## src/rtl/csb_pkg.sv

```systemverilog
// Shared types and constants for the counting semaphore bank.
package csb_pkg;

	localparam int NumSemsDef    = 8;
	localparam int MaxWaitersDef = 16;
	localparam int TaskIdBitsDef = 8;
	localparam int CountBitsDef  = 16;

	typedef enum logic [1:0] {
		MODE_INIT    = 2'd0,
		MODE_WAIT    = 2'd1,
		MODE_SIGNAL  = 2'd2,
		MODE_DESTROY = 2'd3
	} mode_t;

	typedef enum logic [1:0] {
		ST_OK    = 2'd0,
		ST_STATE = 2'd1,
		ST_FULL  = 2'd2
	} status_t;

	typedef struct packed {
		logic [1:0]  mode;
		logic [2:0]  sem_index;
		logic [7:0]  task_id;
		logic [15:0] init_value;
	} req_t;

	typedef struct packed {
		logic [1:0] status;
		logic       blocked;
		logic       woken_valid;
		logic [7:0] woken_task;
		logic       woken_aborted;
		logic       last;
	} rsp_t;

	// classified request handed from the front part to the back part
	typedef struct packed {
		logic [1:0]  mode;
		logic        bad_index;
		logic [2:0]  sem_index;
		logic [7:0]  task_id;
		logic [15:0] init_value;
	} cmd_t;

endpackage

```

## src/rtl/csb_front.sv

```systemverilog
// Front part: takes requests, classifies the index, feeds a two-entry queue.
module csb_front #(
	parameter int NUM_SEMS = csb_pkg::NumSemsDef
) (
	input  logic          clk,
	input  logic          arst_n,
	input  logic          valid,
	output logic          stall,
	input  csb_pkg::req_t req,
	output logic          cmd_valid,
	input  logic          cmd_take,
	output csb_pkg::cmd_t cmd
);
	localparam logic [3:0] NumSemsW = 4'(NUM_SEMS);

	csb_pkg::cmd_t q_q [2];
	logic          rd_q, wr_q;
	logic [1:0]    cnt_q;
	logic          push;
	csb_pkg::cmd_t nc;

	assign stall     = (cnt_q == 2'd2);
	assign push      = valid && !stall;
	assign cmd_valid = (cnt_q != 2'd0);
	assign cmd       = q_q[rd_q];

	always_comb begin
		nc.mode       = req.mode;
		nc.bad_index  = ({1'b0, req.sem_index} >= NumSemsW);
		nc.sem_index  = req.sem_index;
		nc.task_id    = req.task_id;
		nc.init_value = req.init_value;
	end

	always_ff @(posedge clk) begin
		if (push) q_q[wr_q] <= nc;
	end

	always_ff @(posedge clk or negedge arst_n) begin
		if (!arst_n) begin
			rd_q  <= 1'b0;
			wr_q  <= 1'b0;
			cnt_q <= 2'd0;
		end else begin
			if (push) wr_q <= !wr_q;
			if (cmd_take) rd_q <= !rd_q;
			cnt_q <= cnt_q + 2'(push) - 2'(cmd_take);
		end
	end

	always_ff @(posedge clk) begin
		if (!arst_n) begin
		end else begin
			assert (!(cmd_take && !cmd_valid))
				else $error("queue read while empty");
		end
	end

	property p_no_overflow;
		@(posedge clk) disable iff (!arst_n) cnt_q <= 2'd2;
	endproperty
	a_no_overflow: assert property (p_no_overflow) else $error("queue overflow");

	property p_push_seen;
		@(posedge clk) disable iff (!arst_n)
			(push && !cmd_take && cnt_q == 2'd0) |=> cmd_valid;
	endproperty
	a_push_seen: assert property (p_push_seen) else $error("pushed request lost");

	property p_full_stalls;
		@(posedge clk) disable iff (!arst_n) (cnt_q == 2'd2) |-> stall;
	endproperty
	a_full_stalls: assert property (p_full_stalls) else $error("full queue not stalling");
endmodule

```

## src/rtl/csb_back.sv

```systemverilog
// Back part: semaphore state, wait-slot memory and result sequencing.
module csb_back #(
	parameter int NUM_SEMS     = csb_pkg::NumSemsDef,
	parameter int MAX_WAITERS  = csb_pkg::MaxWaitersDef,
	parameter int TASK_ID_BITS = csb_pkg::TaskIdBitsDef,
	parameter int COUNT_BITS   = csb_pkg::CountBitsDef
) (
	input  logic          clk,
	input  logic          arst_n,
	input  logic          cmd_valid,
	output logic          cmd_take,
	input  csb_pkg::cmd_t cmd,
	output logic          rsp_valid,
	input  logic          rsp_stall,
	output csb_pkg::rsp_t rsp
);
	localparam int SW = (NUM_SEMS > 1) ? $clog2(NUM_SEMS) : 1;
	localparam int HW = (MAX_WAITERS > 1) ? $clog2(MAX_WAITERS) : 1;
	localparam int FW = $clog2(MAX_WAITERS + 1);
	localparam int DEPTH = NUM_SEMS * MAX_WAITERS;
	localparam logic [COUNT_BITS-1:0] CMax = {COUNT_BITS{1'b1}};
	localparam logic [FW-1:0] FMax = FW'(MAX_WAITERS);

	typedef enum logic [3:0] {
		S_IDLE  = 4'b0001,
		S_EXEC  = 4'b0010,
		S_DRAIN = 4'b0100,
		S_OUT   = 4'b1000
	} state_t;

	state_t                  st_q;
	logic [NUM_SEMS-1:0]     live_q;
	logic [COUNT_BITS-1:0]   count_q [NUM_SEMS];
	logic [HW-1:0]           head_q  [NUM_SEMS];
	logic [FW-1:0]           fill_q  [NUM_SEMS];
	logic [TASK_ID_BITS-1:0] slots   [DEPTH];
	logic [TASK_ID_BITS-1:0] rd_data_q;
	csb_pkg::cmd_t           c_q;
	csb_pkg::rsp_t           out_q;
	logic                    out_v_q;
	logic                    rd_pend_q;

	logic [SW-1:0]           si;
	logic [SW-1:0]           rd_si;
	logic [COUNT_BITS-1:0]   cur_count;
	logic [HW-1:0]           cur_head;
	logic [FW-1:0]           cur_fill;
	logic [HW-1:0]           tail;
	logic [HW+FW:0]          tail_sum;
	logic [TASK_ID_BITS-1:0] tid;
	logic                    out_free;
	logic [7:0]              woken;
	logic                    load;
	logic                    drain_go;
	csb_pkg::rsp_t           rsp_n;

	assign si        = SW'(c_q.sem_index);
	// the head slot is read at the take edge for the incoming request
	assign rd_si     = cmd_take ? SW'(cmd.sem_index) : si;
	assign cur_count = count_q[si];
	assign cur_head  = head_q[si];
	assign cur_fill  = fill_q[si];
	assign tail_sum  = (HW+FW+1)'(cur_head) + (HW+FW+1)'(cur_fill);
	assign tid       = TASK_ID_BITS'(c_q.task_id);
	assign out_free  = !out_v_q || !rsp_stall;
	assign rsp_valid = out_v_q;
	assign rsp       = out_q;
	assign cmd_take  = (st_q == S_IDLE) && cmd_valid;
	assign woken     = 8'(rd_data_q);
	assign drain_go  = !c_q.bad_index && c_q.mode == csb_pkg::MODE_DESTROY &&
	                   live_q[si] && cur_fill != '0;

	always_comb begin
		if (tail_sum >= (HW+FW+1)'(MAX_WAITERS))
			tail = HW'(tail_sum - (HW+FW+1)'(MAX_WAITERS));
		else
			tail = HW'(tail_sum);
	end

	function automatic logic [HW-1:0] nxt(input logic [HW-1:0] h);
		logic [HW:0] t;
		t = {1'b0, h} + 1'b1;
		if (t >= (HW+1)'(MAX_WAITERS)) return '0;
		return t[HW-1:0];
	endfunction

	function automatic csb_pkg::rsp_t mk(input logic [1:0] s, input logic b);
		csb_pkg::rsp_t r;
		r = '0;
		r.status  = s;
		r.blocked = b;
		r.last    = 1'b1;
		return r;
	endfunction

	// result for this cycle, loaded into the output register when load is set
	always_comb begin
		load  = 1'b0;
		rsp_n = mk(csb_pkg::ST_OK, 1'b0);
		if (st_q == S_EXEC && out_free) begin
			if (c_q.bad_index) begin
				load  = 1'b1;
				rsp_n = mk(csb_pkg::ST_STATE, 1'b0);
			end else if (c_q.mode == csb_pkg::MODE_INIT) begin
				load  = 1'b1;
				rsp_n = live_q[si] ? mk(csb_pkg::ST_STATE, 1'b0) : mk(csb_pkg::ST_OK, 1'b0);
			end else if (!live_q[si]) begin
				load  = 1'b1;
				rsp_n = mk(csb_pkg::ST_STATE, 1'b0);
			end else if (c_q.mode == csb_pkg::MODE_WAIT) begin
				load = 1'b1;
				if (cur_count != '0) rsp_n = mk(csb_pkg::ST_OK, 1'b0);
				else if (cur_fill < FMax) rsp_n = mk(csb_pkg::ST_OK, 1'b1);
				else rsp_n = mk(csb_pkg::ST_FULL, 1'b0);
			end else if (c_q.mode == csb_pkg::MODE_SIGNAL) begin
				load = 1'b1;
				if (cur_fill != '0) begin
					rsp_n.woken_valid = 1'b1;
					rsp_n.woken_task  = woken;
				end
			end else if (cur_fill == '0) begin
				load = 1'b1;
			end
		end else if (st_q == S_DRAIN && out_free && rd_pend_q) begin
			load                = 1'b1;
			rsp_n.woken_valid   = 1'b1;
			rsp_n.woken_task    = woken;
			rsp_n.woken_aborted = 1'b1;
			rsp_n.last          = (cur_fill == FW'(1));
		end
	end

	// memory: one write, one registered read
	always_ff @(posedge clk) begin
		if (st_q == S_EXEC && c_q.mode == csb_pkg::MODE_WAIT && !c_q.bad_index &&
		    live_q[si] && cur_count == '0 && cur_fill < FMax)
			slots[(SW+HW)'(si) * (SW+HW)'(MAX_WAITERS) + (SW+HW)'(tail)] <= tid;
		rd_data_q <= slots[(SW+HW)'(rd_si) * (SW+HW)'(MAX_WAITERS) +
			(SW+HW)'(head_q[rd_si])];
		if (cmd_take) c_q <= cmd;
	end

	always_ff @(posedge clk or negedge arst_n) begin
		if (!arst_n) begin
			st_q      <= S_IDLE;
			live_q    <= '0;
			out_v_q   <= 1'b0;
			rd_pend_q <= 1'b0;
			out_q     <= '0;
			for (int i = 0; i < NUM_SEMS; i++) begin
				count_q[i] <= '0;
				head_q[i]  <= '0;
				fill_q[i]  <= '0;
			end
		end else begin
			out_v_q <= load || (out_v_q && rsp_stall);
			if (load) out_q <= rsp_n;
			case (st_q)
				S_IDLE: if (cmd_take) st_q <= S_EXEC;
				S_EXEC: if (out_free) begin
					// read data for the head slot is valid here
					st_q <= drain_go ? S_DRAIN : S_IDLE;
					if (!c_q.bad_index) begin
						if (c_q.mode == csb_pkg::MODE_INIT) begin
							if (!live_q[si]) begin
								live_q[si] <= 1'b1;
								count_q[si] <= (c_q.init_value > 16'(CMax)) ?
									CMax : COUNT_BITS'(c_q.init_value);
								head_q[si] <= '0;
								fill_q[si] <= '0;
							end
						end else if (live_q[si]) begin
							if (c_q.mode == csb_pkg::MODE_WAIT) begin
								if (cur_count != '0)
									count_q[si] <= cur_count - 1'b1;
								else if (cur_fill < FMax)
									fill_q[si] <= cur_fill + 1'b1;
							end else if (c_q.mode == csb_pkg::MODE_SIGNAL) begin
								if (cur_fill != '0) begin
									head_q[si] <= nxt(cur_head);
									fill_q[si] <= cur_fill - 1'b1;
								end else if (cur_count != CMax)
									count_q[si] <= cur_count + 1'b1;
							end else begin
								live_q[si]  <= 1'b0;
								count_q[si] <= '0;
								if (cur_fill == '0) head_q[si] <= '0;
								else rd_pend_q <= 1'b0;
							end
						end
					end
				end
				S_DRAIN: if (out_free) begin
					// one waiter per visit, re-reading head after each pop
					if (!rd_pend_q) begin
						rd_pend_q <= 1'b1;
					end else begin
						rd_pend_q  <= 1'b0;
						fill_q[si] <= cur_fill - 1'b1;
						if (cur_fill == FW'(1)) begin
							head_q[si] <= '0;
							st_q       <= S_IDLE;
						end else head_q[si] <= nxt(cur_head);
					end
				end
				S_OUT:   st_q <= S_IDLE;
				default: st_q <= S_IDLE;
			endcase
		end
	end

	property p_fill_bound;
		@(posedge clk) disable iff (!arst_n) fill_q[si] <= FMax;
	endproperty
	a_fill_bound: assert property (p_fill_bound) else $error("wait queue over capacity");

	property p_out_hold;
		@(posedge clk) disable iff (!arst_n)
			(out_v_q && rsp_stall) |=> (out_v_q && $stable(out_q));
	endproperty
	a_out_hold: assert property (p_out_hold) else $error("stalled result changed");

	property p_take_idle;
		@(posedge clk) disable iff (!arst_n) cmd_take |=> (st_q == S_EXEC);
	endproperty
	a_take_idle: assert property (p_take_idle) else $error("request not executed");
endmodule

```

## src/rtl/counting_semaphore_bank.sv

```systemverilog
// Top level of the counting semaphore bank.
//  channel | direction | payload | handshake
//  req     | in        | req_t   | req_valid / req_stall
//  rsp     | out       | rsp_t   | rsp_valid / rsp_stall
// In the back part a request has its state read, then updated; a destroy with waiters
// then drains them, one memory read of the head slot per waiter.
// Reset clears every semaphore to dead with an empty queue.
// A two-entry queue lets requests be taken while a result is stalled.
module counting_semaphore_bank #(
	parameter int NUM_SEMS     = csb_pkg::NumSemsDef,
	parameter int MAX_WAITERS  = csb_pkg::MaxWaitersDef,
	parameter int TASK_ID_BITS = csb_pkg::TaskIdBitsDef,
	parameter int COUNT_BITS   = csb_pkg::CountBitsDef
) (
	input  logic          clk,
	input  logic          arst_n,
	input  logic          req_valid,
	output logic          req_stall,
	input  csb_pkg::req_t req,
	output logic          rsp_valid,
	input  logic          rsp_stall,
	output csb_pkg::rsp_t rsp
);
	logic          cmd_valid, cmd_take;
	csb_pkg::cmd_t cmd;

	csb_front #(.NUM_SEMS(NUM_SEMS)) u_front (
		.clk, .arst_n, .valid(req_valid), .stall(req_stall), .req,
		.cmd_valid, .cmd_take, .cmd
	);

	csb_back #(
		.NUM_SEMS(NUM_SEMS), .MAX_WAITERS(MAX_WAITERS),
		.TASK_ID_BITS(TASK_ID_BITS), .COUNT_BITS(COUNT_BITS)
	) u_back (
		.clk, .arst_n, .cmd_valid, .cmd_take, .cmd,
		.rsp_valid, .rsp_stall, .rsp
	);
endmodule

```

## config.mk

```make
export PLATFORM = sky130hd
export DESIGN_NAME = counting_semaphore_bank
export DESIGN_NICKNAME = d
export VERILOG_FILES = /design/src/rtl/csb_pkg.sv /design/src/rtl/csb_front.sv /design/src/rtl/csb_back.sv /design/src/rtl/counting_semaphore_bank.sv
export SDC_FILE = /design/constraint.sdc
export NUM_CORES = 2
export LEC_CHECK = 0
export BUFFER_PORTS_ARGS = -buffer_cell sky130_fd_sc_hd__buf_2
export CAP_MARGIN = 20
export CORE_MARGIN = 10
export CORE_UTILIZATION = 60
export CTS_BUF_LIST = sky130_fd_sc_hd__clkbuf_8
export CTS_CLUSTER_SIZE = 14
export DETAILED_ROUTE_END_ITERATION = 10
export PLACE_DENSITY = 0.75
export SYNTH_ARGS = -nofsm -noshare
export SYNTH_HDL_FRONTEND = slang
export SYNTH_HIERARCHICAL = 1
export SYNTH_SLANG_ARGS = --single-unit
```

## constraint.sdc

```tcl
create_clock -name clk -period 6.2 [get_ports clk]
set_input_delay 0.62 -clock clk [delete_from_list [all_inputs] [get_ports clk]]
set_output_delay 0.62 -clock clk [all_outputs]
set_load 0.01 [all_outputs]
```

; ---- After elaboration in Yosys (flattened, before gate mapping)
; Memories as Yosys holds them, arrays and structs flattened. A register that Yosys moved wholly into a read port is not among the register bits.
; Index checks and enable logic that the tools add are counted.
[word_totals]
out_inout_bits = 16
memories = 2
regBits = 262
ramBits = 1082
inputBits = 33
word_cells = 291
latchBits = 0
rom_bits = 0
[op_classes]
n_reduce_logical = 38
n_shift = 0
n_addsub = 11
div = 0
n_mux = 142
eq_ne = 35
magnitude_cmp = 9
multipliers = 0
bitwise_logic = 12
[mem_list]
columns = memory, words, width, rd, rd_ports_with_merged_regs, wr, line
row1 = u_back.slots, 128, 8, 1, 1, 1, csb_back.sv:36  ; logic [TASK_ID_BITS-1:0] slots [DEPTH];
row2 = u_front.q_q, 2, 29, 1, 0, 1, csb_front.sv:16  ; csb_pkg::cmd_t q_q [2];
[op_table]
columns = cell, n
row1 = $mux 128, 8
row2 = $mux 40, 12
row3 = $bwmux 128, 3
row4 = $mux 32, 12
row5 = $and 128x128->128, 1
row6 = $not 128->128, 1
row7 = $mux 4, 26
row8 = $bwmux 40, 2
row9 = $pmux 40 s2, 1
row10 = $mux 14, 5
row11 = $bwmux 32, 2
row12 = $mux 16, 4
row13 = $pmux 32 s2, 1
row14 = $bmux 16 s3, 1
row15 = $demux 16 s3, 1
row16 = $and 40x40->40, 1
row17 = $mux 8, 5
row18 = $not 40->40, 1
row19 = $mux 1, 36
row20 = $and 32x32->32, 1
row21 = $not 32->32, 1
row22 = $mux 9, 3
row23 = $bmux 4 s3, 2
row24 = $ne 4x4->1 const B, 6
row25 = other kinds (62), 111

; ---- Longest topological paths before layout
[depth]
ltp_word = 33
ltp_mapped = 21
depth_no_buf = 13

; ---- By module
; The synthesis kept the hierarchy.
[by_module_without_submodules]
columns = mod, cells_each, area_each_um2, seq_area_each_um2, n_inst
row1 = csb_back, 3877, 54548.6, 37492.2, 1
row2 = csb_front, 109, 2416.1, 1841.8, 1

; ---- Least setup slack after synthesis
; OpenSTA, ideal clock, no wires.
[synth_timing]
path_type = register to register
from = reg u_back.c_q (netlist bit u_back/si[2])
to = mem u_back/slots[51][0] in the netlist's numbering, enable pin
path_stages_with_launch = 18
path_slack_ps = 1845
arrival_ps = 3985
required_ps = 5830
cell_sequence = edfxtp_1 -> buf_2 -> buf_4 -> buf_4 -> buf_4 -> buf_4 -> nor2_1 -> buf_1 -> a22oi_1 -> nand4_1 -> ha_1 -> fa_1 -> xnor2_1 -> nand2_1 -> or2_2 -> clkbuf_1 -> clkbuf_1 -> nor2_1
[synth_via]
elab_chain_cells = 9
word_cells_on_any_way = 24
[synth_lines]
columns = element, line
row1 = "start, declared", csb_back.sv:38  ; csb_pkg::cmd_t c_q;
row2 = "start signal, assigned", csb_back.sv:140  ; if (cmd_take) c_q <= cmd;
row3 = branches (longest 9 deep; another with $add 7x4->7), n/a
row4 = "end, declared", csb_back.sv:36
; Several ways; the timed one is not identified. The select of a mux whose other input is x is not followed.

; ---- Final worst setup path
[layout_timing]
from = reg u_back.c_q (netlist bit u_back/si[0])
to = mem u_back/slots[29][1] in the netlist's numbering, enable pin
; Same word-level chain as after synthesis.

==> metrics <==
CP Class=flop to flop; Slew HR=20.34%; crit path from=u_back/si[0]; max-slew violations=0; Final Hold Viols=0; Final WS setup=just over 0.5 ns; vias in the first global route=about 36000; vias=approximately 37000; Synth area leaders=edfxtp_1, dfrtp_1, mux2_2; Synth Instances=roughly 4000; end of the worst hold path=u_front/wr_q; Worst R2R Setup Slack=just over 0.5 ns; Hold Slack=0.1711 ns; fin nets=4173; status=finished, final reports clean; global-route track usage on met1=between 30 and 40%; Tmin final=5.688 ns; Starting Density=60.76%; clock slew seen by the registers of the worst setup and hold paths=roughly 0.06 ns; routed length per placed instance=between 20 and 30 um; busiest grt layer=met2; share of cells above drive strength 1=~18%; Finished Cell Area=between 0.06 and 0.07 mm2; WP data required=6.70 ns; CP dominant cell by count=nor2_1; sequential share of the synthesized area=between 60 and 70%; area leader, netlist=edfxtp_1; die extent in y=roughly 330 um; Post-DRT Antenna Nets=0; Yosys top cell area share=58.62%; critical path capture point type=flop; Yosys reg bits=about 1400; r2r startpoint=u_back/si[0]; Ports=49; count of final setup violators=0; worst r2r path cells=13; clock root cell=clkbuf_8; Cell variety after synth=87; initial antenna violation count=2; Slew @ Worst Pin=~1.2 ns; total core area=0.09375 mm2; Layout Skew=just under 0.09 ns; Clock Sinks=~1400; Ys Warns=6; die area=around 0.11 mm2; critical-path cell list=buf_12, nand2b_1, nor2_1, buf_4, a22oi_1, nand4_1, ha_1, a21o_1, a21oi_1, xor2_1, xnor2_1, nand2_1, nor2_1; Core Rows=between 100 and 150; Die Width=roughly 330 um; pre-CTS setup slack=between 0.6 and 0.7 ns; hold_sp=req_valid; # DRC=0; DR iter-0 viols=between 5000 and 6000; syn_area_per_cell=around 14 um2; reg2reg end=u_back/slots[29][1]; GRT overflow=0; port bufs=48; Placed Area=~0.06 mm2; Final HPWL DP=between 90000 and 100000 um; Setup TNS=0 ns; EDFF count, synth=1112; post-cts sizing count=0; GRT met3 Usage=~6.5%; RSZ-0062 raised after global routing=no; fin crit share=about nine tenths; Crit path arrival time=a little over 6 ns; netlist area before placement=0.05696 mm2; drt pass-1 iters=7; slowest CP cell=nor2_1; global-route wire length before repair=228600 um; CTS H-Tree Depth=4; Synth async-reset ratio=between 15 and 20%; Synthesized Nets=between 4000 and 5000; Syn-to-layout area delta=10.21%; highest cell delay on the worst timing path=0.88 ns; Clock Latency Late Sink=between 0.9 and 1 ns; M2 GR Usage=a little over two fifths; drt via density=between 6 and 7; TritonCTS clock tree=built; total global-route track usage=27.91%; critical path peak fanout=62; Worst Hold Path Cells=3; CTS Buf Count=between 200 and 250; GPL Wtd Cong=0.9247; Hold Crit Class=input pin to flop; CP startpoint kind=flop; clock buffer depth=3; largest net degree at the start of global routing=between 100 and 150; Main synth FF type=edfxtp_1; Max Clk Rate=roughly 0.18 GHz; Detailed Route WL=roughly 150000 um; maxcap violations=0
-- worst max-delay path by stage --
stage	to	slack (ns)	cells past startpoint
after CTS	u_back/slots[14][2]	0.68	13
after global placement	u_back/rd_data_q[7]	0.79	15
after floorplan	u_back/slots[51][0]	1.85	17
final	u_back/slots[29][1]	0.51	13
after detailed placement	u_back/slots[14][0]	0.70	13
after global routing	u_back/slots[9][2]	0.27	13
-- synth_stat cells, types with 20 or more instances --
cell / n
edfxtp_1: 1112
buf_2: 83
buf_1: 23
a22oi_1: 28
clkbuf_1: 137
mux2_4: 67
inv_1: 21
nand2_1: 423
buf_4: 23
a21oi_1: 200
and3_1: 112
nor3_1: 22
nor2_1: 194
a211oi_1: 116
mux2i_1: 147
a221oi_1: 83
nand4_1: 26
a211o_1: 20
a31o_2: 21
ha_1: 20
dfrtp_1: 230
a31oi_1: 56
mux2_2: 189
nand3_1: 134
a32oi_1: 25
o21ai_0: 109
a22o_1: 41
-- registers in the layout, summed over array words and instances (netlist names), named ones only --
| name | cells |
|---|---|
| u_back/count_q | 128 |
| u_front/wr_q | 1 |
| u_back/rd_data_q | 8 |
| u_back/rsp | 14 |
| u_back/c_q | 19 |
| u_back/tid | 8 |
| u_front/cnt_q | 2 |
| u_back/fill_q | 40 |
| u_back/slots | 1024 |
| u_back/rsp_valid | 1 |
| u_back/st_q | 3 |
| u_back/rd_pend_q | 1 |
| u_back/head_q | 32 |
| u_back/si | 3 |
| u_front/rd_q | 1 |
| u_front/q_q | 58 |
-- cell usage in the layout, fill, tap and decap left out, types with 25 or more instances in the layout --
| cell type | count |
|---|---|
| edfxtp_1 | 1112 |
| nand2_1 | 423 |
| dfrtp_1 | 229 |
| clkbuf_8 | 226 |
| a21oi_1 | 200 |
| mux2_2 | 189 |
| nor2_1 | 186 |
| mux2i_1 | 146 |
| nand3_1 | 134 |
| a211oi_1 | 115 |
| inv_1 | 112 |
| buf_4 | 112 |
| and3_1 | 111 |
| o21ai_0 | 109 |
| a221oi_1 | 83 |
| mux2_4 | 67 |
| a31oi_1 | 56 |
| buf_2 | 47 |
| a22o_1 | 41 |
| clkinv_1 | 34 |
| dlygate4sd3_1 | 30 |
| a22oi_1 | 28 |
| nand4_1 | 26 |
| a32oi_1 | 25 |
-- stage by stage --
| step | util (%) | cells |
|---|---|---|
| 2_1_floorplan | - | 3986 |
| 3_3_place_gp | 62.50 | 5134 |
| 3_5_place_dp | 62.50 | 5134 |
| 4_1_cts | 66.96 | 5546 |
| 5_1_grt | 66.96 | 5547 |
| 6_report | 66.96 | 5547 |
-- layer usage --
| layer | share of wire, % | vias up |
|---|---|---|
| met5 | 0.0085 | - |
| met4 | 4.7 | 2 |
| met3 | 11 | 397 |
| met2 | 46 | 2409 |
| met1 | 38 | 18290 |
| li1 | - | 15760 |
-- critical path, delay by kind of cell (launching register included) --
family,cells,cell delay (ns)
AOI/OAI and AO/OA,3,0.41
xor gates and xnor gates,2,0.97
adders and majority gates,1,0.29
buffers and inverters,2,0.64
DFF,1,0.53
and+or+nand+nor,5,2.45
-- kinds of logic after synthesis --
family	after synthesis	share of synthesized area, %
other	1	0.006583
XOR/XNOR	29	0.4459
adder cells (fa/ha/maj)	21	0.4744
AND/OR/NAND/NOR	1017	8.353
buffers and inverters	295	2.357
flip-flops	1351	69.05
multiplexers	424	8.880
AO/OA/AOI/OAI	848	10.43
-- cell type report --
cell class | instances | area, um2
timing repair buffer | 196 | 1511
fill | 6350 | 30970
multi-input combinational | 2340 | 16400
sequential | 1351 | 39340
tap | 1254 | 1569
clock buffer | 226 | 3110
clock inverter | 156 | 768.2
inverter | 23 | 86.33
antenna | 1 | 2.502
-- repair_timing --
action / 4_1_cts / 5_1_grt
setup buffers: 0 / 0
hold buffers: 30 / 0
endpoints found under the hold margin: 174 / 0
Power is not shown: default switching activity piles up to over one toggle a cycle in this logic, so the estimate is an artifact.
